### config.mk
export PLATFORM = sky130hd
export DESIGN_NAME = swm_controller
export DESIGN_NICKNAME = d
export VERILOG_FILES = /design/src/swm_pkg.sv /design/src/swm_controller.sv
export SDC_FILE = /design/constraint.sdc
export NUM_CORES = 1
export LEC_CHECK = 0
export ABC_AREA = 1
export BUFFER_PORTS_ARGS = -buffer_cell sky130_fd_sc_hd__buf_2
export CORE_AREA = 5 5 42 44
export DETAILED_ROUTE_END_ITERATION = 10
export DIE_AREA = 0 0 47 49
export PLACE_DENSITY_LB_ADDON = 0.2
export SLEW_MARGIN = 15
export SYNTH_ARGS = -nofsm -noshare
export SYNTH_HDL_FRONTEND = slang
export SYNTH_SLANG_ARGS = --single-unit
### constraint.sdc
create_clock -name clock -period 1.6 [get_ports clock]
set_input_delay 0.08 -clock clock [delete_from_list [all_inputs] [get_ports clock]]
set_output_delay 0.08 -clock clock [all_outputs]
set_load 0.05 [all_outputs]
### src/swm_pkg.sv
package swm_pkg;

   localparam int WINDOW_MAX_DEFAULT   = 256;
   localparam int SAMPLE_WIDTH_DEFAULT = 16;
   localparam int CFG_WIDTH            = 9;
   localparam logic [CFG_WIDTH-1:0] WINDOW_LENGTH_RESET = 9'd3;

   typedef enum logic [7:0] {
      ST_IDLE      = 8'b0000_0001,
      ST_FRONT_RD  = 8'b0000_0010,
      ST_FRONT_CMP = 8'b0000_0100,
      ST_BACK_RD   = 8'b0000_1000,
      ST_BACK_CMP  = 8'b0001_0000,
      ST_PUSH      = 8'b0010_0000,
      ST_HEAD_RD   = 8'b0100_0000,
      ST_HEAD_OUT  = 8'b1000_0000
   } swm_state_type;

   typedef struct packed {
      logic accept;
      logic read_head;
      logic read_back;
      logic drop_head;
      logic drop_tail;
      logic push;
      logic load_out;
   } swm_cmd_type;

   typedef struct packed {
      logic empty;
      logic aged;
      logic not_greater;
      logic emit;
      logic rsp_free;
   } swm_status_type;

endpackage

### src/swm_controller.sv
module swm_controller (
   input  logic                    clock,
   input  logic                    reset,
   input  logic                    req_valid,
   output logic                    req_stall,
   output swm_pkg::swm_cmd_type    cmd,
   input  swm_pkg::swm_status_type status
);

   swm_pkg::swm_state_type state_ff, state_in;

   always_comb begin
      state_in = state_ff;
      cmd      = '0;
      unique case (state_ff)
         swm_pkg::ST_IDLE: begin
            if (req_valid) begin
               cmd.accept = 1'b1;
               state_in   = swm_pkg::ST_FRONT_RD;
            end
         end
         swm_pkg::ST_FRONT_RD: begin
            if (status.empty) begin
               state_in = swm_pkg::ST_PUSH;
            end else begin
               cmd.read_head = 1'b1;
               state_in      = swm_pkg::ST_FRONT_CMP;
            end
         end
         swm_pkg::ST_FRONT_CMP: begin
            if (status.aged) begin
               cmd.drop_head = 1'b1;
               state_in      = swm_pkg::ST_FRONT_RD;
            end else begin
               state_in = swm_pkg::ST_BACK_RD;
            end
         end
         swm_pkg::ST_BACK_RD: begin
            if (status.empty) begin
               state_in = swm_pkg::ST_PUSH;
            end else begin
               cmd.read_back = 1'b1;
               state_in      = swm_pkg::ST_BACK_CMP;
            end
         end
         swm_pkg::ST_BACK_CMP: begin
            if (status.not_greater) begin
               cmd.drop_tail = 1'b1;
               state_in      = swm_pkg::ST_BACK_RD;
            end else begin
               state_in = swm_pkg::ST_PUSH;
            end
         end
         swm_pkg::ST_PUSH: begin
            cmd.push = 1'b1;
            state_in = swm_pkg::ST_HEAD_RD;
         end
         swm_pkg::ST_HEAD_RD: begin
            if (status.emit) begin
               cmd.read_head = 1'b1;
               state_in      = swm_pkg::ST_HEAD_OUT;
            end else begin
               state_in = swm_pkg::ST_IDLE;
            end
         end
         swm_pkg::ST_HEAD_OUT: begin
            // hold the read data until the output register frees up
            if (status.rsp_free) begin
               cmd.load_out = 1'b1;
               state_in     = swm_pkg::ST_IDLE;
            end
         end
         default: begin
            state_in = swm_pkg::ST_IDLE;
         end
      endcase
   end

   always_ff @(posedge clock) begin
      if (reset) begin
         state_ff <= swm_pkg::ST_IDLE;
      end else begin
         state_ff <= state_in;
      end
   end

   assign req_stall = (state_ff != swm_pkg::ST_IDLE);

endmodule

==> Yosys cells after proc, flatten, opt, wreduce, memory -nomap -nowiden <==
Cells that the tools add are included.
{ "word_totals": {"output_inout_bits": 8, "latchBits": 0, "reg_bits": 8, "elab_cells": 34, "ram_bits": 0, "mem_count": 0, "romBits": 0} }
{ "op_classes": {"reduce_logical": 1, "n_div": 0, "add_sub_neg": 0, "n_shift": 0, "bitwise_logic": 0, "magnitude_cmp": 0, "muxes": 21, "multipliers": 0, "eq_ne": 11} }
{ "ops": {"columns": ["op", "count"], "rows": [
  ["one-hot mux 8 bit (8 select lines)", 1],
  ["two-way mux 8 bit", 3],
  ["two-way mux 6 bit", 3],
  ["two-way mux 1 bit", 12],
  ["equality test 8 x 1 -> 1 bit (second input constant)", 1],
  ["equality test 8 x 2 -> 1 bit (second input constant)", 1],
  ["equality test 8 x 3 -> 1 bit (second input constant)", 1],
  ["equality test 8 x 4 -> 1 bit (second input constant)", 1],
  ["equality test 8 x 5 -> 1 bit (second input constant)", 1],
  ["equality test 8 x 6 -> 1 bit (second input constant)", 1],
  ["equality test 8 x 7 -> 1 bit (second input constant)", 1],
  ["equality test 8 bit (second input constant)", 1],
  ["inequality test 8 x 1 -> 1 bit (second input constant)", 1],
  ["two-way mux 4 bit", 1],
  ["inequality test 2 bit (second input constant)", 2],
  ["one-hot mux 1 bit (2 select lines)", 1],
  ["AND reduction 2 bit", 1]
]} }

==> Logic depth before layout (Yosys ltp) <==
Gate-level depths: netlist of run 1.
{ "depth": {"word_depth": 3, "ltp_mapped": 10, "ltp_nobuf": 10} }

==> Worst setup path after synthesis of run 1 <==
Ideal clock, no wire load.
{ "synth_path": {"kind": "register to output", "from": "register state_ff[1]", "to": "output port cmd[0] (netlist bit)", "stages_incl_launch_ff": 6, "slack_ns": -0.463, "path_buffers": 0, "t_arrival_ns": 1.983, "cell_sequence": "dfxtp_1 > inv_2 > nand2_2 > inv_1 > nand2_1 > nor4_1"} }
{ "synth_rtl": {"columns": ["element", "line_no", "rtl"], "rows": [
  ["start, declared", "swm_controller.sv:10", "swm_pkg::swm_state_type state_ff, state_in;"],
  ["start signal, assigned", "swm_controller.sv:81", "state_ff <= swm_pkg::ST_IDLE;"],
  ["start signal, assigned", "swm_controller.sv:83", "state_ff <= state_in;"],
  ["end, declared", "swm_controller.sv:6", "output swm_pkg::swm_cmd_type cmd,"]
]} }

==> results of run 1 <==
-- critical path: cells and delay by family, from the launching register on --
family                 cells  cell delay, ns
buffers and inverters      3            0.46
and+or+nand+nor            4            0.38
DFF                        1            0.32
-- routing by layer --
metal | global-route usage [%] | vias to the layer above | wire [um]
met5 | 0 | - | 0
met2 | 15.2 | 18 | 487
met1 | 15.1 | 229 | 571
li1 | - | 304 | -
met4 | 9.68 | 0 | 41
met3 | 2.58 | 4 | 91
-- cells by family (layout without fill, tap and decap cells) --
kind of cell	Yosys count	after routing	share of synthesized area, %
simple gates	55	55	52.5
compound gates	5	5	5.25
buf+inv	19	39	13.0
flops	8	8	29.2
-- power groups by stage --
stage	clock network (mW)	registers, mW	logic [mW]
finish	0.154	0.221	0.247
global route	0.167	0.223	0.266
CTS	0.157	0.221	0.242
detailed placement	0	0.225	0.240
global placement	0	0.225	0.241
floorplan	0	0.225	0.195
-- stage by stage --
stage	power (mW)	hold slack, ns	worst slack, ns
final	0.622	0.0326	0.0965
after CTS	0.620	0.0313	0.0529
after detailed placement	0.465	0.301	0.275
after global routing	0.656	0.0460	0.0326
after global placement	0.466	0.302	0.264
after floorplan	0.419	0.149	0.107
-- how the worst max path moves through the flow --
stage | end | slack (ns) | depth (start not counted)
finish | cmd[3] | 0.1 | 7
global route | cmd[5] | 0.03 | 7
CTS | cmd[5] | 0.05 | 7
detailed placement | cmd[5] | 0.27 | 7
global placement | cmd[5] | 0.26 | 7
floorplan | cmd[6] | 0.11 | 5
-- cells in the mapped netlist (2+ instances only) --
master / number / share of area (%)
a21oi_1: 3 / 2.7
inv_2: 8 / 5.5
nor2_1: 13 / 8.9
dfxtp_1: 8 / 29
nand2_2: 3 / 3.4
nand2_1: 22 / 15
nor3_1: 2 / 1.8
nor2_2: 2 / 2.3
nand2_4: 4 / 8.2
inv_1: 11 / 7.5
nand3_1: 4 / 3.7
-- area by class of cell --
class                           count  area [um^2]  area share (%)
Sequential cell                     8          160            22.7
Multi-Input combinational cell     60          323            45.7
Tap cell                           16         20.0            2.84
Inverter                           19         71.3            10.1
Clock buffer                        3         22.5            3.19
Timing Repair Buffer               17          109            15.4
-- cell usage in the layout (no fill, tap or decap) --
cell	instances
nor2_4	1
dfxtp_1	8
nand2_4	4
a21oi_1	3
buf_12	1
or2_1	1
clkbuf_4	3
buf_6	1
nand2_1	22
buf_2	14
nor3_1	2
o21ai_0	1
nand3_1	4
nor2_2	2
o21ai_2	1
nor2_8	1
nand2_2	3
nor2_1	13
nor4_2	1
inv_1	11
nand4_1	1
buf_4	1
inv_2	8
-- timing repair --
action                                  4_1_cts  5_1_grt
endpoints found under the setup margin        1        1
cloned                                        0        0
buffers inserted                              0        2
gates resized for setup                       1        1
pin swaps                                     0        1
==> results.sh, run 1 <==
export IMPL_seq_power_share_pct=35.6
export IMPL_path_class="reg2out"
export IMPL_initial_core_util_pct=39.1
export IMPL_grt_max_degree=8
export IMPL_max_stage_delay_ns=0.32
export IMPL_placed_area_um2=649
export IMPL_die_w_um=47
export IMPL_outcome="completed"
export IMPL_final_core_util_pct=50.4
export IMPL_largest_reg_flops=8
export IMPL_grt_pass1_vias=464
export IMPL_hold_path_end="state_ff[4]$_SDFFE_PP0P_"
export IMPL_drv_slew=0
export IMPL_ys_types=18
export IMPL_design_area_um2=706
export IMPL_final_cells=123
export IMPL_critPathLaunchType="flip-flop"
export IMPL_setup_violations_final=0
export IMPL_worst_pin_slew_ns=0.251
export IMPL_ys_warn_count=0
export IMPL_place_hpwl_um=985
export IMPL_cts_tree="built"
export IMPL_p_clk_share_pct=24.7
export IMPL_drive_gt1_share_pct=38.3
export IMPL_max_slew_margin_pct=83.4
export IMPL_critPathSlowestCell="dfxtp_1"
export IMPL_drt_total_wl_um=1190
export IMPL_holdPathStages=2
export IMPL_dieArea_um2=2300
export IMPL_synth_avg_cell_area_um2=6.30
export IMPL_wl_per_cell_um=9.69
export IMPL_antenna_found_initial=0
export IMPL_gp_congestion=0.799
export IMPL_finalCritPeriodShare_pct=94.0
export IMPL_synth_seq_area_share_pct=29.2
export IMPL_drtIter0Drc=10
export IMPL_detail_route_first_pass_iterations=4
export IMPL_setup_tns_ns=0
export IMPL_reg2regPathDepth=11
export IMPL_netlist_instances=87
export IMPL_cts_max_level=1
export IMPL_critPathArrivalTime_ns=1.42
export IMPL_cts_buffers=3
export IMPL_crit_required_ns=1.52
export IMPL_hp_start="status[4]"
export IMPL_drc=0
export IMPL_syn_num_nets=95
export IMPL_cts_sinks=8
export IMPL_power_leakage_nw=0.384
export IMPL_max_flop_register="state_ff"
export IMPL_dr_total_vias=555
export IMPL_r2r_slack_ns=0.34
export IMPL_synth_area_um2=548
export IMPL_gr_total_overflow=0
export IMPL_syn_to_final_growth_pct=28.8
export IMPL_synth_async_reset_ratio_pct=0
export IMPL_p_switching_mw=0.242
export IMPL_diodes=0
export IMPL_die_h_um=49
export IMPL_clk_latency_ns=0.26
export IMPL_reg2reg_from="state_ff[4]$_SDFFE_PP0P_"
export IMPL_vias_per_cell=4.51
export IMPL_p_int_mw=0.380
export IMPL_synth_seq_cells=8
export IMPL_core_um2=1400
export IMPL_grt_pass1_wl_um=1880
export IMPL_grtUsageTotal_pct=11.5
export IMPL_post_route_min_period_ns=1.50
export IMPL_p_comb_share_pct=39.7
export IMPL_worst_path_max_fanout=3
export IMPL_io_pins=16
export IMPL_holdCritPathClass="in2reg"
export IMPL_switching_share_pct=38.9
export IMPL_reg2reg_to="state_ff[0]$_SDFFE_PP1P_"
export IMPL_ir_drop_uv=427
export IMPL_nets=117
export IMPL_hold_violations=0
export IMPL_clk_path_buf_depth=2
export IMPL_clockRootBuffer="clkbuf_4"
export IMPL_place_inst=118
export IMPL_drtAntennaViolNets=0
export IMPL_clk_pin_slew_ns=0.05
export IMPL_rsz0062_at_grt="no"
export IMPL_cp_end_kind="primary output"
export IMPL_synth_main_ff_cell="dfxtp_1"
export IMPL_synth_edff_count=0
export IMPL_crit_chain="inv_2 -> nand2_4 -> nor2_8 -> buf_12 -> nand2_2 -> nor2_2 -> buf_2"
export IMPL_max_cap_violations=0
export IMPL_std_cell_rows=14
export IMPL_fmax_mhz=665
export IMPL_top_regs="state_ff (8)"
export IMPL_skew_ns=0.000887
export IMPL_fillers=147
export IMPL_startpoint="state_ff[4]$_SDFFE_PP0P_"
export IMPL_cts_hold_buffers=0
export IMPL_numPortBuffers=15
export IMPL_powerDensity_nw_per_um2=881
Note: power is estimated with default switching activity, not from simulation.
==> run 2: changes to the inputs <==
--- a/config.mk
+++ b/config.mk
@@ -11,6 +11,7 @@
 export DETAILED_ROUTE_END_ITERATION = 10
 export DIE_AREA = 0 0 47 49
 export PLACE_DENSITY_LB_ADDON = 0.2
+export RECOVER_POWER = 100
 export SLEW_MARGIN = 15
 export SYNTH_ARGS = -nofsm -noshare
 export SYNTH_HDL_FRONTEND = slang
==> results.sh, run 2 (synthesized netlist as in run 1, its figures left out) <==
export IMPL_drv_slew=0
export IMPL_initial_core_util_pct=39.1
export IMPL_p_comb_share_pct=38.5
export IMPL_crit_chain="inv_2 -> nand2_4 -> nor2_8 -> buf_12 -> nand2_2 -> nor2_2 -> clkbuf_2"
export IMPL_p_switching_mw=0.237
export IMPL_critPathSlowestCell="dfxtp_1"
export IMPL_cts_tree="built"
export IMPL_core_um2=1400
export IMPL_critPathArrivalTime_ns=1.44
export IMPL_vias_per_cell=4.47
export IMPL_path_class="reg2out"
export IMPL_post_route_min_period_ns=1.52
export IMPL_critPathLaunchType="flip-flop"
export IMPL_grt_pass1_vias=464
export IMPL_p_clk_share_pct=25.2
export IMPL_gp_congestion=0.799
export IMPL_ir_drop_uv=418
export IMPL_final_cell_mix="nand2_1, nor2_1, inv_1"
export IMPL_die_h_um=49
export IMPL_grt_max_degree=8
export IMPL_clk_latency_ns=0.26
export IMPL_rsz0062_at_grt="no"
export IMPL_max_flop_register="state_ff"
export IMPL_dieArea_um2=2300
export IMPL_crit_required_ns=1.52
export IMPL_clockRootBuffer="clkbuf_4"
export IMPL_clk_pin_slew_ns=0.05
export IMPL_outcome="completed"
export IMPL_finalCritPeriodShare_pct=95.0
export IMPL_dr_total_vias=550
export IMPL_skew_ns=0.000886
export IMPL_cts_hold_buffers=0
export IMPL_crit_buf_inv=3
export IMPL_seq_power_share_pct=36.3
export IMPL_io_pins=16
export IMPL_largest_reg_flops=8
export IMPL_critPathTopFamily="buffers and inverters"
export IMPL_holdCritPathClass="in2reg"
export IMPL_hold_violations=0
export IMPL_switching_share_pct=38.8
export IMPL_cts_buffers=3
export IMPL_final_common_cell="nand2_1"
export IMPL_std_cell_rows=14
export IMPL_placed_area_um2=649
export IMPL_max_stage_delay_ns=0.32
export IMPL_antenna_found_initial=0
export IMPL_holdWs_ns=0.0318
export IMPL_max_cap_violations=0
export IMPL_timing_final_ws_setup_ns=0.0795
export IMPL_drc=0
export IMPL_max_slew_margin_pct=81.5
export IMPL_wl_per_cell_um=9.71
export IMPL_grt_pass1_wl_um=1880
export IMPL_drtIter0Drc=11
export IMPL_top_regs="state_ff (8)"
export IMPL_grtUsageTotal_pct=11.5
export IMPL_setup_violations_final=0
export IMPL_place_hpwl_um=985
export IMPL_drtAntennaViolNets=0
export IMPL_numPortBuffers=15
export IMPL_design_area_um2=694
export IMPL_fmax_mhz=658
export IMPL_syn_to_final_growth_pct=26.7
export IMPL_setup_tns_ns=0
export IMPL_dp_slack_ns=0.275
export IMPL_gr_total_overflow=0
export IMPL_worst_path_max_fanout=3
export IMPL_die_w_um=47
export IMPL_powerDensity_nw_per_um2=878
export IMPL_clk_path_buf_depth=2
export IMPL_cts_sinks=8
export IMPL_worst_pin_slew_ns=0.279
export IMPL_nets=117
export IMPL_power_leakage_nw=0.378
export IMPL_drive_gt1_share_pct=36.4
export IMPL_detail_route_first_pass_iterations=4
export IMPL_p_int_mw=0.373
export IMPL_cts_max_level=1
export IMPL_cp_end_kind="primary output"
export IMPL_drt_total_wl_um=1190
export IMPL_diodes=0
==> run 2: changes by cell type in the layout (fill, tap and decap cells not counted), sizes merged <==
| cell | delta |
|---|---|
| buf | -5 |
| clkbuf | +5 |
==> run 2: per-layer routing <==
metal	up-vias	global-route usage [%]	routed length, um
li1	302	-	-
met4	0	9.68	41
met1	226	15.1	578
met2	18	15.2	483
met5	-	0	0
met3	4	2.58	91
==> run 2: path summary, 6_finish.rpt <==
| kind | depth (start not counted) | from | endpoint | slack, ns |
|---|---|---|---|---|
| worst max-delay path | 7 | state_ff[4]$_SDFFE_PP0P_ | cmd[3] | 0.08 |
| worst min-delay path | 2 | status[4] | state_ff[4]$_SDFFE_PP0P_ | 0.03 |
| worst max register to register | 10 | state_ff[4]$_SDFFE_PP0P_ | state_ff[0]$_SDFFE_PP1P_ | 0.25 |
| worst min register to register | 4 | state_ff[3]$_SDFFE_PP0P_ | state_ff[4]$_SDFFE_PP0P_ | 0.60 |
==> run 2: power groups by stage <==
stage,combinational (mW),clock [mW],sequential (mW)
floorplan,0.195,0,0.225
global placement,0.241,0,0.225
detailed placement,0.240,0,0.225
CTS,0.242,0.157,0.221
global route,0.254,0.167,0.223
finish,0.235,0.154,0.221
==> run 2: metrics by stage <==
step | cells | utilization [%] | power, mW
2_1_floorplan | 87 | - | 0.419
3_3_place_gp | 118 | 46.3 | 0.466
3_5_place_dp | 118 | 46.3 | 0.465
4_1_cts | 121 | 48.1 | 0.620
5_1_grt | 123 | 49.6 | 0.644
6_report | 123 | 49.6 | 0.610
==> run 2: area by class of cell <==
class / count / area, um^2
fillers: 151 / 707
multi-input cells: 60 / 312
flip-flops and latches: 8 / 160
repair buffers: 17 / 109
inverters: 19 / 71.3
clock buffers: 3 / 22.5
well taps: 16 / 20.0
==> run 2: timing repair <==
| item | 4_1_cts | 5_1_grt |
|---|---|---|
| buffers inserted | 0 | 2 |
| endpoints found under the hold margin | 0 | 0 |
| resized for setup | 1 | 1 |
| setup endpoints to repair | 1 | 1 |
| pin swaps | 0 | 1 |
